## src/hdl/i2cmws_pkg.sv

```systemverilog
// Shared types and constants for the I2C master write sequencer.
`default_nettype none
package i2cmws_pkg;

  // Command codes carried in the command field of a request item.
  typedef enum logic [1:0] {
    CMD_START   = 2'd0,
    CMD_ADDRESS = 2'd1,
    CMD_DATA    = 2'd2,
    CMD_STOP    = 2'd3
  } cmd_e_t;

  // One request item as it arrives on the push side.
  typedef struct packed {
    logic [1:0] command;
    logic [6:0] address;
    logic       rw;
    logic [7:0] data_byte;
  } request_t;

  // One pin step as it leaves on the pop side.
  typedef struct packed {
    logic        scl_level;
    logic        sda_level;
    logic        sda_released;
    logic [15:0] hold_ticks;
    logic        last;
  } result_t;

  // Classified command held in the queue between front and back.
  typedef struct packed {
    cmd_e_t     kind;
    logic [7:0] bits;
  } job_t;

  // Handshake between the queue and the sequencer.
  typedef struct packed {
    logic valid;
    job_t job;
  } job_port_t;

  // Sequencer states, one per kind of pin step.
  typedef enum logic [3:0] {
    ST_IDLE,
    ST_START_SDA,
    ST_START_SCL,
    ST_BIT_HIGH,
    ST_BIT_LOW,
    ST_ACK_RELEASE,
    ST_ACK_HIGH,
    ST_ACK_LOW,
    ST_ACK_END,
    ST_STOP_SDA,
    ST_STOP_SCL,
    ST_STOP_RISE
  } seq_state_t;

  // Register indexes and reset values.
  localparam logic        REG_HALF_PERIOD   = 1'b0;
  localparam logic        REG_SETUP         = 1'b1;
  localparam logic [15:0] HALF_PERIOD_RESET = 16'd30;
  localparam logic [15:0] SETUP_RESET       = 16'd15;
  localparam logic [2:0]  FIRST_BIT_COUNT   = 3'd7;

endpackage
`default_nettype wire

```

## src/hdl/i2cmws_front.sv

```systemverilog
// Front end: classifies an incoming command into a queue job.
`default_nettype none
module i2cmws_front (
  input  wire i2cmws_pkg::request_t request,
  output i2cmws_pkg::job_t         job
);
  import i2cmws_pkg::*;

  // Address and rw form one byte sent MSB first; data sends its byte as is.
  always_comb begin
    job.kind = cmd_e_t'(request.command);
    case (cmd_e_t'(request.command))
      CMD_ADDRESS: job.bits = {request.address, request.rw};
      CMD_DATA:    job.bits = request.data_byte;
      default:     job.bits = request.data_byte;
    endcase
  end

endmodule
`default_nettype wire

```

## src/hdl/i2cmws_queue.sv

```systemverilog
// Short job queue between the front end and the sequencer.
`default_nettype none
module i2cmws_queue #(
  parameter int DEPTH = 2
) (
  input  wire                          clk,
  input  wire                          rst,
  input  wire                          wr_en,
  input  wire i2cmws_pkg::job_t        wr_job,
  output logic                         full,
  input  wire                          rd_en,
  output i2cmws_pkg::job_port_t        rd_port
);
  import i2cmws_pkg::*;

  localparam int PTR_W = (DEPTH > 1) ? $clog2(DEPTH) : 1;
  localparam int CNT_W = $clog2(DEPTH + 1);

  job_t             mem [DEPTH];
  logic [PTR_W-1:0] wr_ptr;
  logic [PTR_W-1:0] rd_ptr;
  logic [CNT_W-1:0] count;

  // Status and read port.
  assign full          = (count == CNT_W'(DEPTH));
  assign rd_port.valid = (count != '0);
  assign rd_port.job   = mem[rd_ptr];

  // Storage write.
  always_ff @(posedge clk) begin
    if (wr_en) begin
      mem[wr_ptr] <= wr_job;
    end
  end

  // Pointers and fill count, wrapping at the depth.
  always_ff @(posedge clk) begin
    if (rst) begin
      wr_ptr <= '0;
      rd_ptr <= '0;
      count  <= '0;
    end else begin
      if (wr_en) begin
        wr_ptr <= (wr_ptr == PTR_W'(DEPTH - 1)) ? '0 : wr_ptr + 1'b1;
      end
      if (rd_en) begin
        rd_ptr <= (rd_ptr == PTR_W'(DEPTH - 1)) ? '0 : rd_ptr + 1'b1;
      end
      if (wr_en && !rd_en) begin
        count <= count + 1'b1;
      end else if (rd_en && !wr_en) begin
        count <= count - 1'b1;
      end
    end
  end

endmodule
`default_nettype wire

```

## src/hdl/i2cmws_back.sv

```systemverilog
// Back end: steps through the pin sequence of one job and holds each result.
`default_nettype none
module i2cmws_back (
  input  wire                         clk,
  input  wire                         rst,
  input  wire i2cmws_pkg::job_port_t  job_port,
  output logic                        job_take,
  input  wire [15:0]                  half_ticks,
  input  wire [15:0]                  setup_ticks,
  output i2cmws_pkg::result_t         result,
  output logic                        empty,
  input  wire                         pop
);
  import i2cmws_pkg::*;

  seq_state_t state;
  seq_state_t state_next;
  logic       scl_now;
  logic       scl_next;
  logic       sda_now;
  logic       sda_next;
  logic [7:0] shift;
  logic [7:0] shift_next;
  logic [2:0] cnt;
  logic [2:0] cnt_next;
  logic       is_addr;
  logic       is_addr_next;
  logic       out_valid;
  result_t    out_item;
  result_t    step;
  logic       emit;
  logic       advance;

  // The result register frees up when empty or being popped.
  assign advance = !out_valid || pop;
  assign empty   = !out_valid;
  assign result  = out_item;

  // Next state.
  always_comb begin
    state_next = state;
    case (state)
      ST_IDLE: begin
        if (job_port.valid) begin
          case (job_port.job.kind)
            CMD_START:   state_next = ST_START_SDA;
            CMD_ADDRESS: state_next = ST_BIT_HIGH;
            CMD_DATA:    state_next = ST_BIT_HIGH;
            CMD_STOP:    state_next = ST_STOP_SDA;
            default:     state_next = ST_IDLE;
          endcase
        end
      end
      ST_START_SDA:   if (advance) state_next = ST_START_SCL;
      ST_START_SCL:   if (advance) state_next = ST_IDLE;
      ST_BIT_HIGH:    if (advance) state_next = ST_BIT_LOW;
      ST_BIT_LOW: begin
        if (advance) begin
          state_next = (cnt == '0) ? ST_ACK_RELEASE : ST_BIT_HIGH;
        end
      end
      ST_ACK_RELEASE: if (advance) state_next = ST_ACK_HIGH;
      ST_ACK_HIGH:    if (advance) state_next = ST_ACK_LOW;
      ST_ACK_LOW:     if (advance) state_next = ST_ACK_END;
      ST_ACK_END:     if (advance) state_next = ST_IDLE;
      ST_STOP_SDA:    if (advance) state_next = ST_STOP_SCL;
      ST_STOP_SCL:    if (advance) state_next = ST_STOP_RISE;
      ST_STOP_RISE:   if (advance) state_next = ST_IDLE;
      default:        state_next = ST_IDLE;
    endcase
  end

  // Step contents and line updates for the current state.
  always_comb begin
    scl_next          = scl_now;
    sda_next          = sda_now;
    shift_next        = shift;
    cnt_next          = cnt;
    is_addr_next      = is_addr;
    job_take          = 1'b0;
    emit              = 1'b0;
    step.scl_level    = scl_now;
    step.sda_level    = sda_now;
    step.sda_released = 1'b0;
    step.hold_ticks   = half_ticks;
    step.last         = 1'b0;
    case (state)
      ST_IDLE: begin
        job_take     = job_port.valid;
        shift_next   = job_port.job.bits;
        cnt_next     = FIRST_BIT_COUNT;
        is_addr_next = (job_port.job.kind == CMD_ADDRESS);
      end
      ST_START_SDA: begin
        emit           = advance;
        sda_next       = 1'b0;
        step.sda_level = 1'b0;
      end
      ST_START_SCL: begin
        emit            = advance;
        scl_next        = 1'b0;
        step.scl_level  = 1'b0;
        step.hold_ticks = setup_ticks;
        step.last       = 1'b1;
      end
      ST_BIT_HIGH: begin
        emit           = advance;
        scl_next       = 1'b1;
        sda_next       = shift[7];
        step.scl_level = 1'b1;
        step.sda_level = shift[7];
      end
      ST_BIT_LOW: begin
        // The rw bit's low phase holds for no time before the acknowledge.
        emit           = advance;
        scl_next       = 1'b0;
        step.scl_level = 1'b0;
        if (is_addr && cnt == '0) begin
          step.hold_ticks = '0;
        end
        if (advance) begin
          shift_next = {shift[6:0], 1'b0};
          cnt_next   = cnt - 1'b1;
        end
      end
      ST_ACK_RELEASE: begin
        emit              = advance;
        step.sda_released = 1'b1;
      end
      ST_ACK_HIGH: begin
        emit              = advance;
        scl_next          = 1'b1;
        step.scl_level    = 1'b1;
        step.sda_released = 1'b1;
      end
      ST_ACK_LOW: begin
        emit              = advance;
        scl_next          = 1'b0;
        step.scl_level    = 1'b0;
        step.sda_released = 1'b1;
      end
      ST_ACK_END: begin
        emit            = advance;
        step.hold_ticks = '0;
        step.last       = 1'b1;
      end
      ST_STOP_SDA: begin
        emit           = advance;
        sda_next       = 1'b0;
        step.sda_level = 1'b0;
      end
      ST_STOP_SCL: begin
        emit           = advance;
        scl_next       = 1'b1;
        step.scl_level = 1'b1;
      end
      ST_STOP_RISE: begin
        emit            = advance;
        sda_next        = 1'b1;
        step.sda_level  = 1'b1;
        step.hold_ticks = setup_ticks;
        step.last       = 1'b1;
      end
      default: begin
        emit = 1'b0;
      end
    endcase
  end

  // Control state: sequencer, line levels and result valid.
  always_ff @(posedge clk) begin
    if (rst) begin
      state     <= ST_IDLE;
      scl_now   <= 1'b1;
      sda_now   <= 1'b1;
      out_valid <= 1'b0;
    end else begin
      state   <= state_next;
      scl_now <= (emit) ? scl_next : scl_now;
      sda_now <= (emit) ? sda_next : sda_now;
      if (emit) begin
        out_valid <= 1'b1;
      end else if (pop) begin
        out_valid <= 1'b0;
      end
    end
  end

  // Working registers and the held result.
  always_ff @(posedge clk) begin
    shift   <= shift_next;
    cnt     <= cnt_next;
    is_addr <= is_addr_next;
    if (emit) begin
      out_item <= step;
    end
  end

endmodule
`default_nettype wire

```

## src/hdl/i2c_master_write_sequencer.sv

```systemverilog
// Top level of the I2C master write sequencer with its register port.
//
//   Channel   Handshake           Payload
//   request   push / full         request (command, address, rw, data_byte)
//   result    pop / empty         result (scl_level, sda_level, sda_released,
//                                         hold_ticks, last)
//   config    psel/penable/pwrite half_period_ticks at 0x0, setup_ticks at 0x4
//
// The sequencer loads a job from the queue in its idle state and then emits
// one pin step per cycle while the result register is free or being popped.
// Steps are held in a single result register, so a stalled pop stops the
// sequencer while the queue keeps accepting items until it fills.
// Reset is synchronous; it empties the queue and sets both lines high.
`default_nettype none
module i2c_master_write_sequencer #(
  parameter int QUEUE_DEPTH = 2
) (
  input  wire                         clk,
  input  wire                         rst,
  input  wire                         push,
  output logic                        full,
  input  wire i2cmws_pkg::request_t   request,
  input  wire                         pop,
  output logic                        empty,
  output i2cmws_pkg::result_t         result,
  input  wire                         psel,
  input  wire                         penable,
  input  wire                         pwrite,
  input  wire [2:0]                   paddr,
  input  wire [31:0]                  pwdata,
  output logic [31:0]                 prdata,
  output logic                        pready
);
  import i2cmws_pkg::*;

  logic        [15:0] half_period_ticks;
  logic        [15:0] setup_ticks;
  logic               cfg_write;
  logic               push_ok;
  logic               job_take;
  job_t               new_job;
  job_port_t          job_port;

  // Register port: always ready, decoded on the word address bit.
  assign pready    = 1'b1;
  assign cfg_write = psel && penable && pwrite;
  assign prdata    = (paddr[2] == REG_SETUP) ? {16'd0, setup_ticks}
                                             : {16'd0, half_period_ticks};

  always_ff @(posedge clk) begin
    if (rst) begin
      half_period_ticks <= HALF_PERIOD_RESET;
      setup_ticks       <= SETUP_RESET;
    end else if (cfg_write) begin
      if (paddr[2] == REG_HALF_PERIOD) begin
        half_period_ticks <= pwdata[15:0];
      end else begin
        setup_ticks <= pwdata[15:0];
      end
    end
  end

  // Accepted items are classified and queued.
  assign push_ok = push && !full;

  i2cmws_front u_front (
    .request (request),
    .job     (new_job)
  );

  i2cmws_queue #(
    .DEPTH (QUEUE_DEPTH)
  ) u_queue (
    .clk     (clk),
    .rst     (rst),
    .wr_en   (push_ok),
    .wr_job  (new_job),
    .full    (full),
    .rd_en   (job_take),
    .rd_port (job_port)
  );

  // Pin step sequencer.
  i2cmws_back u_back (
    .clk         (clk),
    .rst         (rst),
    .job_port    (job_port),
    .job_take    (job_take),
    .half_ticks  (half_period_ticks),
    .setup_ticks (setup_ticks),
    .result      (result),
    .empty       (empty),
    .pop         (pop)
  );

endmodule
`default_nettype wire
```

## config.mk

```make
export PLATFORM = sky130hd
export DESIGN_NAME = i2c_master_write_sequencer
export DESIGN_NICKNAME = d
export VERILOG_FILES = /design/src/hdl/i2cmws_pkg.sv /design/src/hdl/i2cmws_front.sv /design/src/hdl/i2cmws_queue.sv /design/src/hdl/i2cmws_back.sv /design/src/hdl/i2c_master_write_sequencer.sv
export SDC_FILE = /design/constraint.sdc
export NUM_CORES = 1
export LEC_CHECK = 0
export BUFFER_PORTS_ARGS = -buffer_cell sky130_fd_sc_hd__buf_2
export CORE_MARGIN = 2
export CORE_UTILIZATION = 50
export CTS_BUF_LIST = sky130_fd_sc_hd__clkbuf_16
export DETAILED_ROUTE_END_ITERATION = 12
export GPL_TIMING_DRIVEN = 0
export PLACE_DENSITY = 0.83
export SYNTH_ARGS = -nofsm -noshare
export SYNTH_HDL_FRONTEND = slang
export SYNTH_SLANG_ARGS = --single-unit
```

## constraint.sdc

```tcl
create_clock -name clk -period 2.6 [get_ports clk]
set_clock_uncertainty 0.05 [all_clocks]
set_input_delay 0.13 -clock clk [delete_from_list [all_inputs] [get_ports clk]]
set_output_delay 0.13 -clock clk [all_outputs]
set_load 0.03 [all_outputs]
```

==> results of run 1 <==
[metrics by stage]
| stage | instances | util | worst slack (ps) |
|---|---|---|---|
| final | 641 | 0.629 | 354 |
| after CTS | 641 | 0.629 | 364 |
| after floorplan | 421 | - | 569 |
| after global placement | 606 | 0.574 | 143 |
| after detailed placement | 607 | 0.574 | 401 |
| after global routing | 641 | 0.629 | 201 |
[layout by cell type (no fill, tap or decap), types with 15 or more instances in the layout]
master | netlist | routed
nand2_1 | 82 | 82
dfxtp_1 | 44 | 44
conb_1 | 2 | 17
nor2_1 | 17 | 17
dlygate4sd3_1 | 0 | 18
a22o_1 | 16 | 16
a21oi_1 | 32 | 32
mux2_2 | 25 | 25
buf_4 | 17 | 18
buf_2 | 9 | 86
edfxtp_1 | 52 | 52
o21ai_0 | 15 | 15
[sequential cells by signal, indices dropped and copies added (netlist names), 2 cells and up, named ones only]
signal	count
half_period_ticks	16
setup_ticks	16
u_back.cnt	3
u_back.result	20
u_back.shift	8
u_back.state	4
u_queue.count	2
u_queue.mem	20
[cells in the mapped netlist, drive strengths merged (2+ instances only)]
cell / count
nand2: 82
edfxtp: 52
dfxtp: 44
a21oi: 32
buf: 30
mux2: 25
nor2: 18
a22o: 16
o21ai: 16
clkbuf: 11
inv: 10
mux2i: 10
nand3b: 10
ha: 5
xor2: 5
nand2b: 4
nor2b: 4
xnor2: 4
nand3: 3
nor3: 3
a211o: 2
conb: 2
o22ai: 2
[how the worst max path moves through the flow]
stage               slack [ps]                    startpoint                             to  cells past startpoint
floorplan                  570  u_back.state[1]$_SDFFE_PP0P_    u_back.cnt[0]$_SDFFCE_PP1P_                      3
global placement           140  u_back.state[1]$_SDFFE_PP0P_  u_back.shift[0]$_SDFFCE_PN0P_                      3
detailed placement         400                      register   u_back.state[3]$_SDFFE_PP0P_                      8
CTS                        360                      register   u_back.state[3]$_SDFFE_PP0P_                      8
global route               200                      register   u_back.state[3]$_SDFFE_PP0P_                      8
finish                     350                      register   u_back.state[3]$_SDFFE_PP0P_                      8
[power groups by stage]
stage / Sequential (uW) / Combinational [uW] / Clock [uW]
3_5_place_dp: 2230 / 1670 / 0
6_report: 2200 / 1710 / 1280
4_1_cts: 2200 / 1700 / 1290
5_1_grt: 2230 / 1860 / 1370
2_1_floorplan: 2540 / 911 / 0
3_3_place_gp: 2220 / 1630 / 0
[layout make-up]
| cell class | instances | area share |
|---|---|---|
| sequential | 96 | 0.452 |
| multi-input combinational | 274 | 0.312 |
| timing repair buffer | 96 | 0.106 |
| buffer | 41 | 0.0452 |
| clock buffer | 9 | 0.0417 |
| tap | 108 | 0.0250 |
| clock inverter | 7 | 0.0113 |
| inverter | 10 | 0.00695 |
[logic make-up after synthesis]
logic type	count (synthesis)
simple gates	133
mux	35
fa+ha+maj	5
xor+xnor	9
flops	96
buf+inv	51
compound gates	75
other cells	2
[metal layers]
layer / up-vias / wire length, um / GRT usage
li1: 1628 / - / -
met1: 1562 / 4150 / 0.288
met2: 152 / 4790 / 0.343
met3: 20 / 705 / 0.0511
met4: 0 / 232 / 0.0726
met5: - / 0 / 0
[timing repair]
| action | in CTS | in global routing |
|---|---|---|
| setup buffers | 0 | 0 |
| hold endpoints to repair | 30 | 0 |
| hold buffers | 18 | 0 |
| endpoints found under the setup margin | 0 | 0 |
==> run_results.csv, run 1 <==
group,metric,value,unit
final_layout,num-fill-cells,698,
sta,slew_violations,0,
pwr,p_int,3310,uW
clock_tree,clock_tree.htree_level_count,3,
place,hpwl,6520,um
drt,wl_per_cell,15.4,um
drt,vias_per_cell,5.24,
job,drv_cap,0,
pwr,leakagePower,0.00223,uW
clock_tree,cts.repair.resized,0,
setup_path,cp-end-kind,"register",
setup_path,r2r_end,"u_back.state[3]$_SDFFE_PP0P_",
floorplanning,start_util,0.506,
grt,grt_pass1_vias,3336,
synth,synth_seq_cells,96,
synth,synth_ff_type,"edfxtp_1",
drt,drc,0,
synth,synth_compound_area_frac,0.113,
synth,synthTopCellsByArea,"edfxtp_1 (36%), dfxtp_1 (20%), nand2_1 (7.1%)",
synth,ys_seq_area_frac,0.561,
final_layout,antenna_cells,0,
setup_path,reg2regPathDepth,8,
floorplanning,die_y,97.3,um
setup_path,critical_path_class,"reg -> reg",
drt,ant_nets,0,
synth,netlist_area,4350,um^2
setup_path,slowest_delay,540,ps
pwr,total_power,5190,uW
grt,grt_max_degree,24,
grt,gr-total-overflow,0,
sta,grt_setup_unrepaired,"no",
setup_path,reg2reg_slack,350,ps
clock_tree,cts.reportedPaths.clkPinSlew,70,ps
setup_path,crit_buf_inv,1,
drt,first_iter_violations,293,
setup_path,cp.required,2760,ps
worst_hold_path,min_to,"u_queue.mem[1][5]$_DFFE_PP_",
final_layout,fin_area,5400,um^2
final_layout,drive_gt1_frac,0.285,
sta,final.setup.tns,0,ps
sta,whs,59.1,ps
clock_tree,cts_buffers,9,
pwr,p_clk_frac,0.247,
pwr,p_comb_frac,0.330,
setup_path,crit_arrival,2410,ps
synth,synth_mux_area_frac,0.0877,
floorplanning,core-area,8590,um^2
place,port_buffers,77,
final_layout,area_growth,24.2,%
place,gp_congestion,0.923,
synth,synth-simple-area-share,0.139,
drt,firstDrtPassIters,5,
final_layout,nets,593,
sta,setup_viol_count_final,0,
grt,grt_usage,0.214,
drt,wl,9870,um
synth,netlist_instances,406,
sta,worst_pin_slew,896,ps
synth,syn_area_per_cell,10.7,um^2
place,placed_area,4940,um^2
pwr,switching_share,0.361,
pwr,powerDensity,960,nW/um^2
synth,synth_top_family_by_area,"simple AND/OR/NAND/NOR gates",
floorplanning,die_x,97.3,um
sta,relSlewSlack,0.402,
clock_tree,clk_latency,340,ps
synth,synth_top_cell_area_share,0.359,
clock_tree,cts_tree,"done",
pwr,vdd_drop_max,0.000494,V
grt,grt_pass1_wl,16200,um
drt,num_vias,3362,
clock_tree,cts_root_buf,"clkbuf_16",
worst_hold_path,hold_path_depth,2,
synth,yosys_warnings,0,
synth,synth_edf_count,52,
clock_tree,cts.sinks,96,
sta,max_freq,445,MHz
worst_hold_path,hp-start,"request[13]",
synth,synthXorXnorAreaFrac,0.0181,
floorplanning,pin_count,115,
run_status,outcome,"finished clean",
worst_hold_path,hp-class,"in -> reg",
final_layout,seq_area,2440,um^2
synth,yosysTopAreaCell,"edfxtp_1",
synth,yosysUniqueCellTypes,45,
floorplanning,num_rows,34,
pwr,power.switching,1870,uW
setup_path,start_kind,"register",
synth,synth-adder-area-share,0.0144,
setup_path,crit_family,"buffers and inverters",
final_layout,multi_input_area,1680,um^2
sta,fin_crit,2250,ps
sta,fin_crit_sh,0.864,
floorplanning,die-area,9470,um^2
sta,hold_viol,0,
setup_path,crit_fanout,10,
grt,antenna_found_initial,0,
synth,synthArstFlopShare,0,
setup_path,cp_slowest_cell,"clkbuf_1",
setup_path,path_cells,"clkbuf_1, mux2_2, ha_1, nor2b_1, a2bb2oi_1, o22ai_1, nor2_1, nor3_1",
clock_tree,cts_buffer_depth,2,
pwr,seqPwrFrac,0.424,
Power figures use the tool's default switching activity.
==> run 2: changes to the inputs <==
--- a/config.mk
+++ b/config.mk
@@ -7,11 +7,11 @@
 export LEC_CHECK = 0
 export BUFFER_PORTS_ARGS = -buffer_cell sky130_fd_sc_hd__buf_2
 export CORE_MARGIN = 2
-export CORE_UTILIZATION = 50
+export CORE_UTILIZATION = 26
 export CTS_BUF_LIST = sky130_fd_sc_hd__clkbuf_16
 export DETAILED_ROUTE_END_ITERATION = 12
 export GPL_TIMING_DRIVEN = 0
-export PLACE_DENSITY = 0.83
+export PLACE_DENSITY = 0.52
 export SYNTH_ARGS = -nofsm -noshare
 export SYNTH_HDL_FRONTEND = slang
 export SYNTH_SLANG_ARGS = --single-unit
==> run 2 against run 1 <==
  * Flip-flop and latch count is the same
  * Non-clock buffer count is the same
  * Fmax grew 1.0%
  * Sequential power is essentially flat
  * Global-route usage shrank 9.8 points
  * Total power grew 1.7%
  * Sequential share of layout area shrank 1.3 points
  * First-iteration DRC count shrank 49%
  * Die area grew 88%
  * Clock-buffer cell count is the same
  * Final cell count grew 17%
  * Critical endpoint is now u_back.state[1]$_SDFFE_PP0P_
  * Largest cell class unchanged
  * Highest routed layer unchanged
==> run_results.csv, run 2 (same netlist as run 1, synthesis figures left out) <==
group,metric,value,unit
grt,grt_pass1_vias,3191,
pwr,vdd_drop_max,0.000336,V
sta,fin_crit_sh,0.855,
grt,grt_usage,0.116,
drt,first_iter_violations,149,
job,drv_cap,0,
setup_path,crit_fanout,10,
floorplanning,die_y,133,um
drt,wl_per_cell,13.4,um
sta,worst_pin_slew,965,ps
final_layout,final_common_cell,"buf_2",
sta,max_freq,450,MHz
setup_path,path_common_cell,"a21oi_1",
final_layout,nets,593,
setup_path,cp.required,2760,ps
setup_path,start_kind,"register",
pwr,leakagePower,0.00224,uW
sta,fin_crit,2220,ps
place,hpwl,7090,um
setup_path,slowest_delay,530,ps
clock_tree,cts_buffer_depth,2,
clock_tree,clock_tree.htree_level_count,3,
floorplanning,start_util,0.264,
grt,grt_max_degree,24,
clock_tree,clk_latency,350,ps
sta,whs,50.9,ps
drt,firstDrtPassIters,4,
final_layout,area_growth,27.8,%
sta,relSlewSlack,0.356,
clock_tree,cts.sinks,96,
pwr,powerDensity,949,nW/um^2
clock_tree,cts_tree,"done",
place,gp_congestion,0.841,
floorplanning,pin_count,115,
sta,grt_setup_unrepaired,"no",
sta,final.setup.tns,0,ps
setup_path,path_cells,"clkbuf_1, mux2_2, ha_1, a21oi_1, o31a_1, nand4b_1, a21oi_1",
final_layout,drive_gt1_frac,0.283,
drt,drc,0,
drt,ant_nets,0,
grt,antenna_found_initial,0,
floorplanning,num_rows,47,
setup_path,critical_path_class,"reg -> reg",
sta,slew_violations,0,
final_layout,final_cell_mix,"buf_2 (86), nand2_1 (82), edfxtp_1 (52)",
floorplanning,core-area,16500,um^2
place,port_buffers,77,
setup_path,cp_slowest_cell,"clkbuf_1",
worst_hold_path,hp-class,"in -> reg",
grt,gr-total-overflow,0,
floorplanning,die_x,133,um
clock_tree,cts_buffers,9,
floorplanning,die-area,17800,um^2
sta,hold_viol,0,
sta,setup_viol_count_final,0,
setup_path,crit_arrival,2380,ps
drt,num_vias,3256,
clock_tree,cts.reportedPaths.clkPinSlew,70,ps
run_status,outcome,"finished clean",
setup_path,cp-end-kind,"register",
final_layout,antenna_cells,0,
grt,grt_pass1_wl,16000,um
drt,vias_per_cell,4.32,
setup_path,reg2reg_slack,380,ps
clock_tree,cts_root_buf,"clkbuf_16",
drt,wl,10100,um
[run 2: cell types whose count changed in the layout (fill, tap and decap cells not counted), sizes merged]
cell,previous run,this run
clkinvlp,1,2
clkinv,2,0
bufinv,0,1
[run 2: worst max-delay path: cells and delay by family, from the launching register on]
kind	cells	cell delay [ps]
adders and majority gates	1	300
muxes	1	440
AOI/OAI and AO/OA	3	380
buffers and inverters	1	530
DFF	1	300
and+or+nand+nor	1	90
[run 2: stage by stage]
step	setup slack [ps]	instance area (um^2)	instances	total power, uW	util
floorplan	569	4410	421	3450	-
global route	195	5560	753	5570	0.338
finish	377	5560	753	5280	0.338
CTS	352	5560	753	5350	0.338
global placement	103	5070	718	3900	0.308
detailed placement	364	5080	719	3950	0.308
[run 2: final cells by class]
cell class | instances | area (um^2)
inverter | 10 | 37.5
clock buffer | 9 | 225
tap | 220 | 275
buffer | 41 | 244
multi-input combinational | 274 | 1680
fill | 1679 | 10900
timing repair buffer | 96 | 573
clock inverter | 7 | 80.1
sequential | 96 | 2440
[run 2: what timing repair did]
item                                   4_1_cts  5_1_grt
setup buffers                                0        0
gates resized for setup                      0        0
endpoints found under the hold margin       35        0
hold buffers                                18        0
[run 2: path summary, 6_finish.rpt]
| kind | to | from | cells after the start |
|---|---|---|---|
| max | u_back.state[1]$_SDFFE_PP0P_ | register | 7 |
| min | u_queue.mem[1][0]$_DFFE_PP_ | request[0] | 2 |
| max reg2reg | u_back.state[1]$_SDFFE_PP0P_ | register | 7 |
| min reg2reg | u_back.scl_now$_SDFFE_PP1P_ | u_back.scl_now$_SDFFE_PP1P_ | 2 |
[run 2: where the power goes]
group / switching [uW] / internal [uW] / total, uW
clock: 603 / 759 / 1360
sequential: 118 / 2070 / 2190
combinational: 1150 / 572 / 1720
[run 2: layer usage]
metal / track usage / wire [um] / up-vias
met5: 0 / 0 / -
met4: 0.0520 / 160 / 0
met3: 0.0259 / 495 / 13
met2: 0.193 / 4780 / 88
met1: 0.143 / 4630 / 1527
li1: - / - / 1628
